<file path="config.mk">
export PLATFORM = sky130hd
export DESIGN_NAME = decimal_text_to_word_unit
export DESIGN_NICKNAME = d
export VERILOG_FILES = /design/src/hw/rtl/dttw_pkg.sv /design/src/hw/rtl/decimal_text_to_word_unit.sv
export SDC_FILE = /design/constraint.sdc
export NUM_CORES = 1
export LEC_CHECK = 0
export ABC_AREA = 1
export BUFFER_PORTS_ARGS = -buffer_cell sky130_fd_sc_hd__buf_2
export CAP_MARGIN = 30
export CORE_ASPECT_RATIO = 0.7
export CORE_MARGIN = 2
export CORE_UTILIZATION = 40
export DETAILED_ROUTE_END_ITERATION = 8
export HOLD_SLACK_MARGIN = 0.02
export PLACE_DENSITY = 0.57
export SLEW_MARGIN = 20
export SYNTH_ARGS = -nofsm -noshare
export SYNTH_HDL_FRONTEND = slang
export SYNTH_SLANG_ARGS = --single-unit
</file>
<file path="constraint.sdc">
create_clock -name i_clk -period 9.1 [get_ports i_clk]
set_clock_uncertainty 0.05 [all_clocks]
set_input_delay 0.455 -clock i_clk [delete_from_list [all_inputs] [get_ports i_clk]]
set_output_delay 0.455 -clock i_clk [all_outputs]
set_load 0.01 [all_outputs]
</file>
<file path="src/hw/rtl/dttw_pkg.sv">
// constants shared by the decimal text to word unit
// holds character codes, range limits and text buffer sizing; no dependencies
package dttw_pkg;

    localparam int TEXT_BUFFER_BYTES = 30;
    // characters looked at per text, one byte of the buffer holds the terminator
    localparam int CHAR_LIMIT        = TEXT_BUFFER_BYTES - 1;
    localparam int COUNT_W           = $clog2(TEXT_BUFFER_BYTES);

    localparam int CHAR_W = 8;
    localparam int WORD_W = 16;

    localparam logic [WORD_W-1:0] SIGNED_LIMIT         = 16'd32767;
    localparam logic [WORD_W-1:0] UNSIGNED_LIMIT       = 16'd65535;
    localparam logic [WORD_W-1:0] SIGNED_LIMIT_DIV10   = 16'(32767 / 10);
    localparam logic [WORD_W-1:0] UNSIGNED_LIMIT_DIV10 = 16'(65535 / 10);

    localparam logic [CHAR_W-1:0] CHAR_ZERO  = 8'h30;
    localparam logic [CHAR_W-1:0] CHAR_NINE  = 8'h39;
    localparam logic [CHAR_W-1:0] CHAR_MINUS = 8'h2d;
    localparam logic [CHAR_W-1:0] CHAR_PLUS  = 8'h2b;
    localparam logic [CHAR_W-1:0] CHAR_SPACE = 8'h20;
    localparam logic [CHAR_W-1:0] CHAR_TAB   = 8'h09;

endpackage

</file>
<file path="src/hw/rtl/decimal_text_to_word_unit.sv">
// decimal text to 16-bit word converter, one character per transaction
// the result register takes a result as the last character leaves the input register
// throughput: one character per cycle unless stalled, set by multiply-by-ten and range check
// a character with no result never waits on a stalled output; a last character waits for it
// reset: i_rst_n synchronous active low, clears parse state and both valid flags
// depends on dttw_pkg
module decimal_text_to_word_unit (
    input  logic                          i_clk,
    input  logic                          i_rst_n,
    input  logic                          i_in_valid,
    output logic                          o_in_stall,
    input  logic [dttw_pkg::CHAR_W-1:0]   i_char_code,
    input  logic                          i_last_char,
    input  logic                          i_signed_mode,
    output logic                          o_out_valid,
    input  logic                          i_out_stall,
    output logic [dttw_pkg::WORD_W-1:0]   o_value_word,
    output logic                          o_translated
);
    import dttw_pkg::*;

    typedef enum logic [1:0] {
        PH_BLANK  = 2'd0,
        PH_SIGN   = 2'd1,
        PH_DIGITS = 2'd2,
        PH_DONE   = 2'd3
    } t_phase;

    // input register
    logic              r_s1_valid;
    logic [CHAR_W-1:0] r_s1_char;
    logic              r_s1_last;
    logic              r_s1_mode;

    // parse state
    t_phase             r_phase, n_phase;
    logic               r_neg, n_neg;
    logic               r_mode, n_mode;
    logic [WORD_W-1:0]  r_acc, n_acc;
    logic               r_ovf, n_ovf;
    logic               r_fail, n_fail;
    logic               r_dseen, n_dseen;
    logic [COUNT_W-1:0] r_count, n_count;

    // result register
    logic              r_out_valid;
    logic [WORD_W-1:0] r_value;
    logic              r_translated;

    logic              in_accept;
    logic              s1_go;
    logic              is_digit;
    logic [3:0]        digit;
    logic              add_en;
    logic [WORD_W-1:0] limit;
    logic [WORD_W-1:0] limit_div10;
    logic [WORD_W-1:0] acc_x10;
    logic [WORD_W-1:0] n_value;
    logic              n_ok;

    // a character with no result moves on even while the output is stalled
    assign s1_go      = r_s1_valid && (!r_s1_last || !r_out_valid || !i_out_stall);
    assign o_in_stall = r_s1_valid && !s1_go;
    assign in_accept  = i_in_valid && !o_in_stall;

    assign is_digit = (r_s1_char >= CHAR_ZERO) && (r_s1_char <= CHAR_NINE);
    assign digit    = is_digit ? 4'(r_s1_char - CHAR_ZERO) : 4'd0;
    assign acc_x10  = WORD_W'({r_acc, 3'b000}) + WORD_W'({r_acc, 1'b0});

    always_comb begin
        n_phase = r_phase;
        n_neg   = r_neg;
        n_mode  = r_mode;
        n_acc   = r_acc;
        n_ovf   = r_ovf;
        n_fail  = r_fail;
        n_dseen = r_dseen;
        n_count = r_count;
        add_en  = 1'b0;

        // signedness is taken from the first character of a text
        if (r_count == '0) begin
            n_mode = r_s1_mode;
        end
        limit       = n_mode ? SIGNED_LIMIT : UNSIGNED_LIMIT;
        limit_div10 = n_mode ? SIGNED_LIMIT_DIV10 : UNSIGNED_LIMIT_DIV10;

        if (32'(r_count) < CHAR_LIMIT) begin
            n_count = r_count + 1'b1;
            case (r_phase)
                PH_BLANK: begin
                    if (r_s1_char == CHAR_SPACE || r_s1_char == CHAR_TAB) begin
                        n_phase = PH_BLANK;
                    end else if (r_s1_char == CHAR_MINUS) begin
                        if (!n_mode) begin
                            n_fail  = 1'b1;
                            n_phase = PH_DONE;
                        end else begin
                            n_neg   = 1'b1;
                            n_phase = PH_SIGN;
                        end
                    end else if (r_s1_char == CHAR_PLUS) begin
                        n_phase = PH_SIGN;
                    end else if (is_digit) begin
                        add_en  = 1'b1;
                        n_phase = PH_DIGITS;
                    end else begin
                        n_fail  = 1'b1;
                        n_phase = PH_DONE;
                    end
                end
                PH_SIGN: begin
                    if (is_digit) begin
                        add_en  = 1'b1;
                        n_phase = PH_DIGITS;
                    end else begin
                        n_fail  = 1'b1;
                        n_phase = PH_DONE;
                    end
                end
                PH_DIGITS: begin
                    if (is_digit) begin
                        add_en = 1'b1;
                    end else begin
                        n_phase = PH_DONE;
                    end
                end
                default: begin
                    n_phase = r_phase;
                end
            endcase
        end

        if (add_en) begin
            n_dseen = 1'b1;
            if (r_acc > limit_div10) begin
                n_ovf = 1'b1;
            end else begin
                // overflow keeps the scaled value; it is never shown
                n_acc = acc_x10;
                if (acc_x10 > limit - WORD_W'(digit)) begin
                    n_ovf = 1'b1;
                end else begin
                    n_acc = acc_x10 + WORD_W'(digit);
                end
            end
        end

        n_ok    = !(n_fail || n_ovf || !n_dseen);
        n_value = n_ok ? (n_neg ? WORD_W'(~n_acc + 1'b1) : n_acc) : '0;
    end

    always_ff @(posedge i_clk) begin
        if (!i_rst_n) begin
            r_s1_valid  <= 1'b0;
            r_out_valid <= 1'b0;
            r_phase     <= PH_BLANK;
            r_neg       <= 1'b0;
            r_mode      <= 1'b0;
            r_acc       <= '0;
            r_ovf       <= 1'b0;
            r_fail      <= 1'b0;
            r_dseen     <= 1'b0;
            r_count     <= '0;
        end else begin
            if (in_accept) begin
                r_s1_valid <= 1'b1;
                r_s1_char  <= i_char_code;
                r_s1_last  <= i_last_char;
                r_s1_mode  <= i_signed_mode;
            end else if (s1_go) begin
                r_s1_valid <= 1'b0;
            end

            if (s1_go && r_s1_last) begin
                r_out_valid  <= 1'b1;
                r_value      <= n_value;
                r_translated <= n_ok;
            end else if (!i_out_stall) begin
                r_out_valid <= 1'b0;
            end

            if (s1_go) begin
                if (r_s1_last) begin
                    // ready for the next text
                    r_phase <= PH_BLANK;
                    r_neg   <= 1'b0;
                    r_mode  <= 1'b0;
                    r_acc   <= '0;
                    r_ovf   <= 1'b0;
                    r_fail  <= 1'b0;
                    r_dseen <= 1'b0;
                    r_count <= '0;
                end else begin
                    r_phase <= n_phase;
                    r_neg   <= n_neg;
                    r_mode  <= n_mode;
                    r_acc   <= n_acc;
                    r_ovf   <= n_ovf;
                    r_fail  <= n_fail;
                    r_dseen <= n_dseen;
                    r_count <= n_count;
                end
            end
        end
    end

    assign o_out_valid  = r_out_valid;
    assign o_value_word = r_value;
    assign o_translated = r_translated;

`ifndef SYNTHESIS
    a_fail_gives_zero: assert property (@(posedge i_clk) disable iff (!i_rst_n)
        o_out_valid && !o_translated |-> o_value_word == '0)
        else $error("failed conversion with nonzero value");

    a_count_in_range: assert property (@(posedge i_clk) disable iff (!i_rst_n)
        32'(r_count) <= CHAR_LIMIT)
        else $error("character count past buffer limit");

    a_clear_after_last: assert property (@(posedge i_clk) disable iff (!i_rst_n)
        s1_go && r_s1_last |=> r_count == '0 && r_phase == PH_BLANK && o_out_valid)
        else $error("parse state not cleared after last character");

    a_stall_needs_item: assert property (@(posedge i_clk) disable iff (!i_rst_n)
        o_in_stall |-> r_s1_valid && r_s1_last && r_out_valid)
        else $error("input stalled with no blocked result");
`endif

endmodule

</file>
# Word-level counts from Yosys, hierarchy flattened
# Cells that the tools add are included.
word_totals:
  input_bits: 14
  reg_bits: 57
  mem_bits_rw: 0
  output_inout_bits: 19
  n_memories: 0
  romBits: 0
  latch_bits: 0
op_classes:
  reduce_logical: 27
  shift: 0
  bitwise: 1
  addsub: 6
  mul: 0
  n_lt_le_gt_ge: 5
  n_eq_ne: 8
  div_mod_pow: 0
  n_mux: 51
ops:
  columns: ["cell", "n"]
  rows:
  - ["16-bit two-way mux", 6]
  - ["1-bit two-way mux", 31]
  - ["8-bit by 6-bit equality test with 1-bit output, second input constant", 3]
  - ["16-bit by 1-bit adder with 16-bit output, second input constant", 1]
  - ["16-bit adder", 1]
  - ["16-bit by 4-bit adder with 16-bit output", 1]
  - ["16-bit by 13-bit greater-than comparator with 1-bit output", 1]
  - ["16-bit greater-than comparator", 1]
  - ["16-bit inverter", 1]
  - ["16-bit by 4-bit subtractor with 16-bit output", 1]
  - ["2-bit two-way mux", 7]
  - ["13-bit two-way mux", 1]
  - ["5-bit two-way mux", 2]
  - ["8-bit by 4-bit equality test with 1-bit output, second input constant", 1]
  - ["8-bit by 6-bit >= comparator with 1-bit output, second input constant", 1]
  - ["8-bit by 6-bit <= comparator with 1-bit output, second input constant", 1]
  - ["1-bit logical NOT", 7]
  - ["2-bit case mux with 3 select lines", 1]
  - ["2-bit AND reduction", 3]
  - ["5-bit by 1-bit adder with 5-bit output, second input constant", 1]
  - ["1-bit logical AND", 5]
  - ["5-bit logical NOT", 1]
  - ["1-bit logical OR", 5]
  - ["5-bit less-than comparator, second input constant", 1]
  - ["other kinds (12)", 14]

# Longest topological paths before layout
# Gate-level depths: netlist of run 1.
logic_depth:
  depth_word: 12
  depth_mapped: 30
  mapped_depth_nobuf: 30

# Worst setup path before layout of run 1
# No wires, ideal clock.
synth_path:
  kind: "register to register"
  start: "register r_acc[0]"
  end: "register r_value[14] (netlist: o_value_word[14]) (data pin)"
  n_path_buf: 0
  setup_ps: 255
  path_stages_with_launch: 27
  arrival_time_ps: 3588
  setup_slack_ps: 5207
  path_cell_list: "dfxtp_1 -> ha_1 -> inv_1 -> fa_1 -> inv_1 -> nand3_1 -> nand3_1 -> nand2_1 -> nand2_1 -> a21oi_1 -> xor2_1 -> inv_1 -> ha_1 -> inv_1 -> nor2_2 -> nand4_2 -> nand2_4 -> nand2_1 -> o21ai_1 -> inv_1 -> ha_1 -> nand3_1 -> o21bai_2 -> nand3_2 -> nor2_2 -> a21oi_1 -> nor2_1"
synth_via:
  elab_chain_cells: 8
  elab_cells_between_ends: 15
synth_rtl:
  columns: ["item", "line_no", "rtl"]
  rows:
  - ["from (decl)", "decimal_text_to_word_unit.sv:39", "logic [WORD_W-1:0] r_acc, n_acc;"]
  - ["from (signal assigned)", "decimal_text_to_word_unit.sv:198", "r_acc <= n_acc;"]
  - ["16-bit adder", "decimal_text_to_word_unit.sv:68", "assign acc_x10 = WORD_W'({r_acc, 3'b000}) + WORD_W'({r_acc, 1'b0});"]
  - ["16-bit by 4-bit adder with 16-bit output or 16-bit greater-than comparator (tied branches)", "decimal_text_to_word_unit.sv:144, decimal_text_to_word_unit.sv:141", null]
  - ["16-bit two-way mux", "decimal_text_to_word_unit.sv:141", "if (acc_x10 > limit - WORD_W'(digit)) begin"]
  - ["16-bit two-way mux", "decimal_text_to_word_unit.sv:136", "if (r_acc > limit_div10) begin"]
  - ["16-bit two-way mux", "decimal_text_to_word_unit.sv:134", "if (add_en) begin"]
  - ["16-bit inverter", "decimal_text_to_word_unit.sv:150", "n_value = n_ok ? (n_neg ? WORD_W'(~n_acc + 1'b1) : n_acc) : '0;"]
  - ["16-bit by 1-bit adder with 16-bit output", "decimal_text_to_word_unit.sv:150", null]
  - ["16-bit two-way mux", "decimal_text_to_word_unit.sv:150", null]
  - ["to (signal assigned)", "decimal_text_to_word_unit.sv:177", "r_value <= n_value;"]
  - ["to (decl)", "decimal_text_to_word_unit.sv:47", "logic [WORD_W-1:0] r_value;"]
# Parallel ways exist; a longest one is shown, timed or not.
# A chain may end at the register's enable or synchronous reset.

# Final worst setup path of run 1
# Same ends and word-level chain as after synthesis.

==> results of run 1 <==
[sequential cells by signal (all words and copies together) (netlist names)]
register,cells
r_s1_mode,1
r_count,5
r_dseen,1
r_s1_last,1
o_translated,1
r_phase,2
r_acc,16
r_s1_char,8
r_neg,1
r_ovf,1
o_value_word,16
o_out_valid,1
r_fail,1
r_s1_valid,1
r_mode,1
[worst paths after layout]
kind / end / from
worst max-delay path: o_value_word[14] / r_acc[0]
worst max register to register: o_value_word[14] / r_acc[0]
worst min-delay path: r_s1_char[6] / i_char_code[6]
worst min register to register: r_mode / r_mode
[report_power, final]
part | total (mW) | leakage, nW | switching (mW) | internal (mW)
sequential | 0.276 | 0.500 | 0.00326 | 0.273
combinational | 0.0411 | 2.04 | 0.0275 | 0.0136
clock | 0.372 | 0.164 | 0.120 | 0.252
[cell families (layout without fill, tap and decap cells)]
kind of cell | Yosys count | in the layout | synth area share
flip-flops | 57 | 57 | 0.300
buffers and inverters | 123 | 162 | 0.105
adder cells (fa/ha/maj) | 31 | 31 | 0.0856
AND/OR/NAND/NOR | 385 | 385 | 0.389
XOR/XNOR | 11 | 11 | 0.0205
AO/OA/AOI/OAI | 83 | 83 | 0.0999
[critical path: stages, from the launching register on]
cell and delay [ps]:
dfxtp_1 460, ha_1 300, inv_1 70, fa_1 410, inv_1 120, nand3_1 150
nand3_1 130, nand2_1 80, nand2_1 70, a21oi_1 90, xor2_1 190, inv_1 90
ha_1 290, inv_1 60, nor2_2 180, nand4_2 380, nand2_4 350, nand2_1 80
o21ai_1 320, inv_1 120, ha_1 240, nand3_1 120, o21bai_2 90, nand3_2 110
nor2_2 60, a21oi_1 150, nor2_1 70
[layout make-up]
cell class              instances  area, µm²
clock buffers                  13        293
repair buffers                 34        175
well taps                     157        196
clock inverters                 3       42.5
flip-flops and latches         57       1410
multi-input cells             510       2810
inverters                     112        420
fillers                      1172       6260
[cells in the final DEF, fill, tap and decap left out, drive strengths merged, types with 7 or more instances in the layout]
| master | instances |
|---|---|
| nand2 | 207 |
| inv | 112 |
| nor2 | 70 |
| nand3 | 66 |
| a21oi | 47 |
| buf | 34 |
| dfxtp | 30 |
| ha | 29 |
| edfxtp | 27 |
| o21ai | 25 |
| nand4 | 19 |
| clkbuf | 13 |
| nor3 | 12 |
| xor2 | 10 |
| or2 | 7 |
[layer usage]
metal | track usage | wire length [µm] | up-vias | share of wire
met5 | 0 | 0 | - | 0
met4 | 0.0461 | 62 | 0 | 0.0051
met3 | 0.0397 | 619 | 6 | 0.051
met2 | 0.309 | 5190 | 109 | 0.43
met1 | 0.298 | 6290 | 2019 | 0.52
li1 | - | - | 2311 | -
==> impl_metrics.toml, run 1 <==
[outcome]
status = "completed"

[worst_setup_path]
critical_path_class = "reg2reg"
cp.required_ps = 9130
critPathMaxFanout = 19
start_kind = "register"
r2r_cells = 26
worst-r2r-setup-slack_ps = 4000
critPathCaptureType = "register"
critPathArrivalTime_ps = 5130

[layout]
final-instance-count-excl-fill = 886
final_layout_size_suffix_gt1_frac = 0.160
utilization = 0.461
diodes = 0
nets = 769
design_area_um2 = 5340
areaGrowthSynthToFinish_pct = 13.5

[synthesis]
synth_top_area_cell = "edfxtp_1"
yosysMostFrequentCell = "nand2_1"
synth_top_area_frac = 0.172
seq_area_frac_synth = 0.300
yosys-top-cells-area = "edfxtp_1, nand2_1, dfxtp_1"
synth_edf_count = 27
yosysWarnings = 0
synth_top_flop_cell = "dfxtp_1"
post_synth.cell_area_avg_um2 = 6.82
synth_fp_nets = 735
ys_seq_elements = 57
syn_area_um2 = 4710
netlist_instances = 690
ys_top_cells_by_count = "nand2_1, inv_1, nor2_1, nand3_1, a21oi_1"
synth.distinct_cells = 46
async_reset_ff_frac = 0

[clock_network]
post_cts_buffers = 0
holdBufCountCts = 0
cts_resized = 0
clk_latency_ps = 330
cts_tree = "yes"
cts_root_buf = "clkbuf_16"
clk_pin_slew_ps = 50
clockBufferDepth = 2
ctsHtreeMaxLevel = 3
cts.sinks = 57
cts_buffers = 9

[floorplanning]
die_w_um = 134
fp.dieH_um = 94.8
pin_count = 33
coreArea_um2 = 11600
start_util = 0.406
dieArea_um2 = 12700
rows = 33

[power]
powerDensity_nw_per_um2 = 129
power_leakage_nw = 2.71
vdd_drop_max_v = 0.0000897
total_power_mw = 0.689

[routing]
vias = 4445
first_pass_iters = 5
wl_per_cell_um = 13.7
vias_per_cell = 5.02
first_iter_violations = 372
drcViolationCount = 0
routed_wl_um = 12200
final_antenna_net_count = 0

[placed_design]
gp_congestion = 0.910
dp_slack_ps = 4100
port-buffer-count = 32
place_hpwl_um = 9580
place_area_um2 = 5010
dp.cells = 870

[sta]
slew_headroom = 0.489
setup_slack_ps = 4000
rsz0062_at_grt = "no"
setup_violations = 0
timing.final.crit_period_ps = 5100
tightest_slew_ps = 765
hold_viol_final = 0
hold_ws_ps = 248
drv_slew = 0
tns_ps = 0
post-route-period-util = 0.560
timing.fmax_mhz = 196

[flow_run]
cap_violations = 0

[global_route]
grt.overflow.total = 0
grt_max_degree = 24
grt_pass1_wl_um = 20200
grt_pass1_vias = 4070
grt_usage = 0.203
antenna_found_initial = 0

[hold_path]
min_path_type = "in2reg"
hold_depth = 1
Power figures use the tool's default switching activity.
==> run 2, diff against run 1 <==
==> constraint.sdc (replaced) <==
create_clock -name i_clk -period 5.1 [get_ports i_clk]
set_clock_uncertainty 0.05 [all_clocks]
set_input_delay 0.255 -clock i_clk [delete_from_list [all_inputs] [get_ports i_clk]]
set_output_delay 0.255 -clock i_clk [all_outputs]
set_load 0.01 [all_outputs]
==> impl_metrics.toml, run 2 (synthesized netlist as in run 1, its figures left out) <==
[outcome]
status = "completed"

[worst_setup_path]
cp.depth = 28
worst-r2r-setup-slack_ps = 550
critical_path_class = "reg2reg"
cp.required_ps = 5140
start_kind = "register"
slowest_delay_ps = 440
slowest_stage = "dfxtp_1"
critPathMaxFanout = 19
crit_family = "simple AND/OR/NAND/NOR gates"
r2r_cells = 28
critPathArrivalTime_ps = 4590
crit_path_start = "r_acc[0]"
crit_buf_inv = 5
cp_common_cell = "inv_1"
critPathCaptureType = "register"
r2r_start = "r_acc[0]"

[sta]
timing.final.crit_period_ps = 4550
post-route-period-util = 0.893
rsz0062_at_grt = "no"
slew_headroom = 0.455
tightest_slew_ps = 817
setup_violations = 0
drv_slew = 0
tns_ps = 0
hold_viol_final = 0
timing.fmax_mhz = 220

[routing]
first_pass_iters = 5
final_antenna_net_count = 0
wl_per_cell_um = 13.5
drcViolationCount = 0
vias = 4438
first_iter_violations = 346
vias_per_cell = 4.98
routed_wl_um = 12100

[layout]
seq_area_um2 = 1410
diodes = 0
multi_input_area_um2 = 2810
fillCellCount = 1179
areaGrowthSynthToFinish_pct = 13.5
nets = 774
utilization = 0.461
final_layout_size_suffix_gt1_frac = 0.165
mostFrequentLayoutCell = "nand2_1"
design_area_um2 = 5350
layout_common_cells = "nand2_1, inv_1, nor2_1"

[clock_network]
holdBufCountCts = 0
cts_resized = 0
cts_tree = "yes"
post_cts_buffers = 0
clockBufferDepth = 2
cts_buffers = 9
ctsHtreeMaxLevel = 3
cts.sinks = 57
clk_latency_ps = 330
cts_root_buf = "clkbuf_16"
clk_pin_slew_ps = 50

[power]
p_switching_mw = 0.265
power_frac_seq = 0.418
intPower_mw = 0.914
powerDensity_nw_per_um2 = 221
p_clk_frac = 0.519
power_leakage_nw = 2.71
p_comb_frac = 0.064
vdd_drop_max_v = 0.000144
sw_frac_of_total = 0.225

[placed_design]
gp_congestion = 0.902
place_area_um2 = 5050
port-buffer-count = 32
place_hpwl_um = 9540

[floorplanning]
die_w_um = 134
coreArea_um2 = 11600
pin_count = 33
start_util = 0.406
fp.dieH_um = 94.8
rows = 33
dieArea_um2 = 12700

[global_route]
grt_max_degree = 24
antenna_found_initial = 0
grt.overflow.total = 0
grt_pass1_vias = 4013
grt_pass1_wl_um = 19900
grt_usage = 0.202

[hold_path]
min_path_type = "in2reg"
hold_depth = 1
hp-start = "i_char_code[4]"

[flow_run]
cap_violations = 0
[run 2: per-layer routing]
layer	share of wire	wire, µm	GRT usage
met1	0.52	6320	0.289
met2	0.40	4870	0.305
met3	0.059	706	0.0403
met4	0.013	153	0.0629
met5	0	0	0
[run 2: per-stage QoR]
stage                     instances  setup slack (ps)  power (mW)  hold slack [ps]
final                           891               545        1.18             42.4
after global routing            891               147        1.22             33.8
after CTS                       891               568        1.19             32.8
after detailed placement        875               611       0.577              383
after global placement          875               716       0.575              381
after floorplan                 690              1210       0.552              304
[run 2: final cells by class]
cell class                      count  area share
Clock buffer                       13      0.0487
Clock inverter                      3     0.00726
Inverter                          112      0.0787
Multi-Input combinational cell    510       0.525
Sequential cell                    57       0.264
Tap cell                          157      0.0368
Timing Repair Buffer               39      0.0398
[run 2: power by group through the flow]
| stage | sequential [mW] | combinational, mW | clock (mW) |
|---|---|---|---|
| after floorplan | 0.501 | 0.0502 | 0 |
| after global placement | 0.502 | 0.0735 | 0 |
| after detailed placement | 0.502 | 0.0751 | 0 |
| after CTS | 0.492 | 0.0755 | 0.625 |
| after global routing | 0.493 | 0.0867 | 0.645 |
| final | 0.492 | 0.0753 | 0.612 |
[run 2: path summary, 6_finish.rpt]
path | to
worst max register to register | o_value_word[14]
worst min-delay path | r_s1_char[4]
worst max-delay path | o_value_word[14]
worst min register to register | r_mode
[run 2: worst reg2reg max path, delay by kind of cell (launching register included)]
kind                       cells  cell delay [ps]
AOI/OAI and AO/OA              3              380
DFF                            1              440
and+or+nand+nor               15             1740
buffers and inverters          5              410
xor gates and xnor gates       1              160
adders and majority gates      4             1130
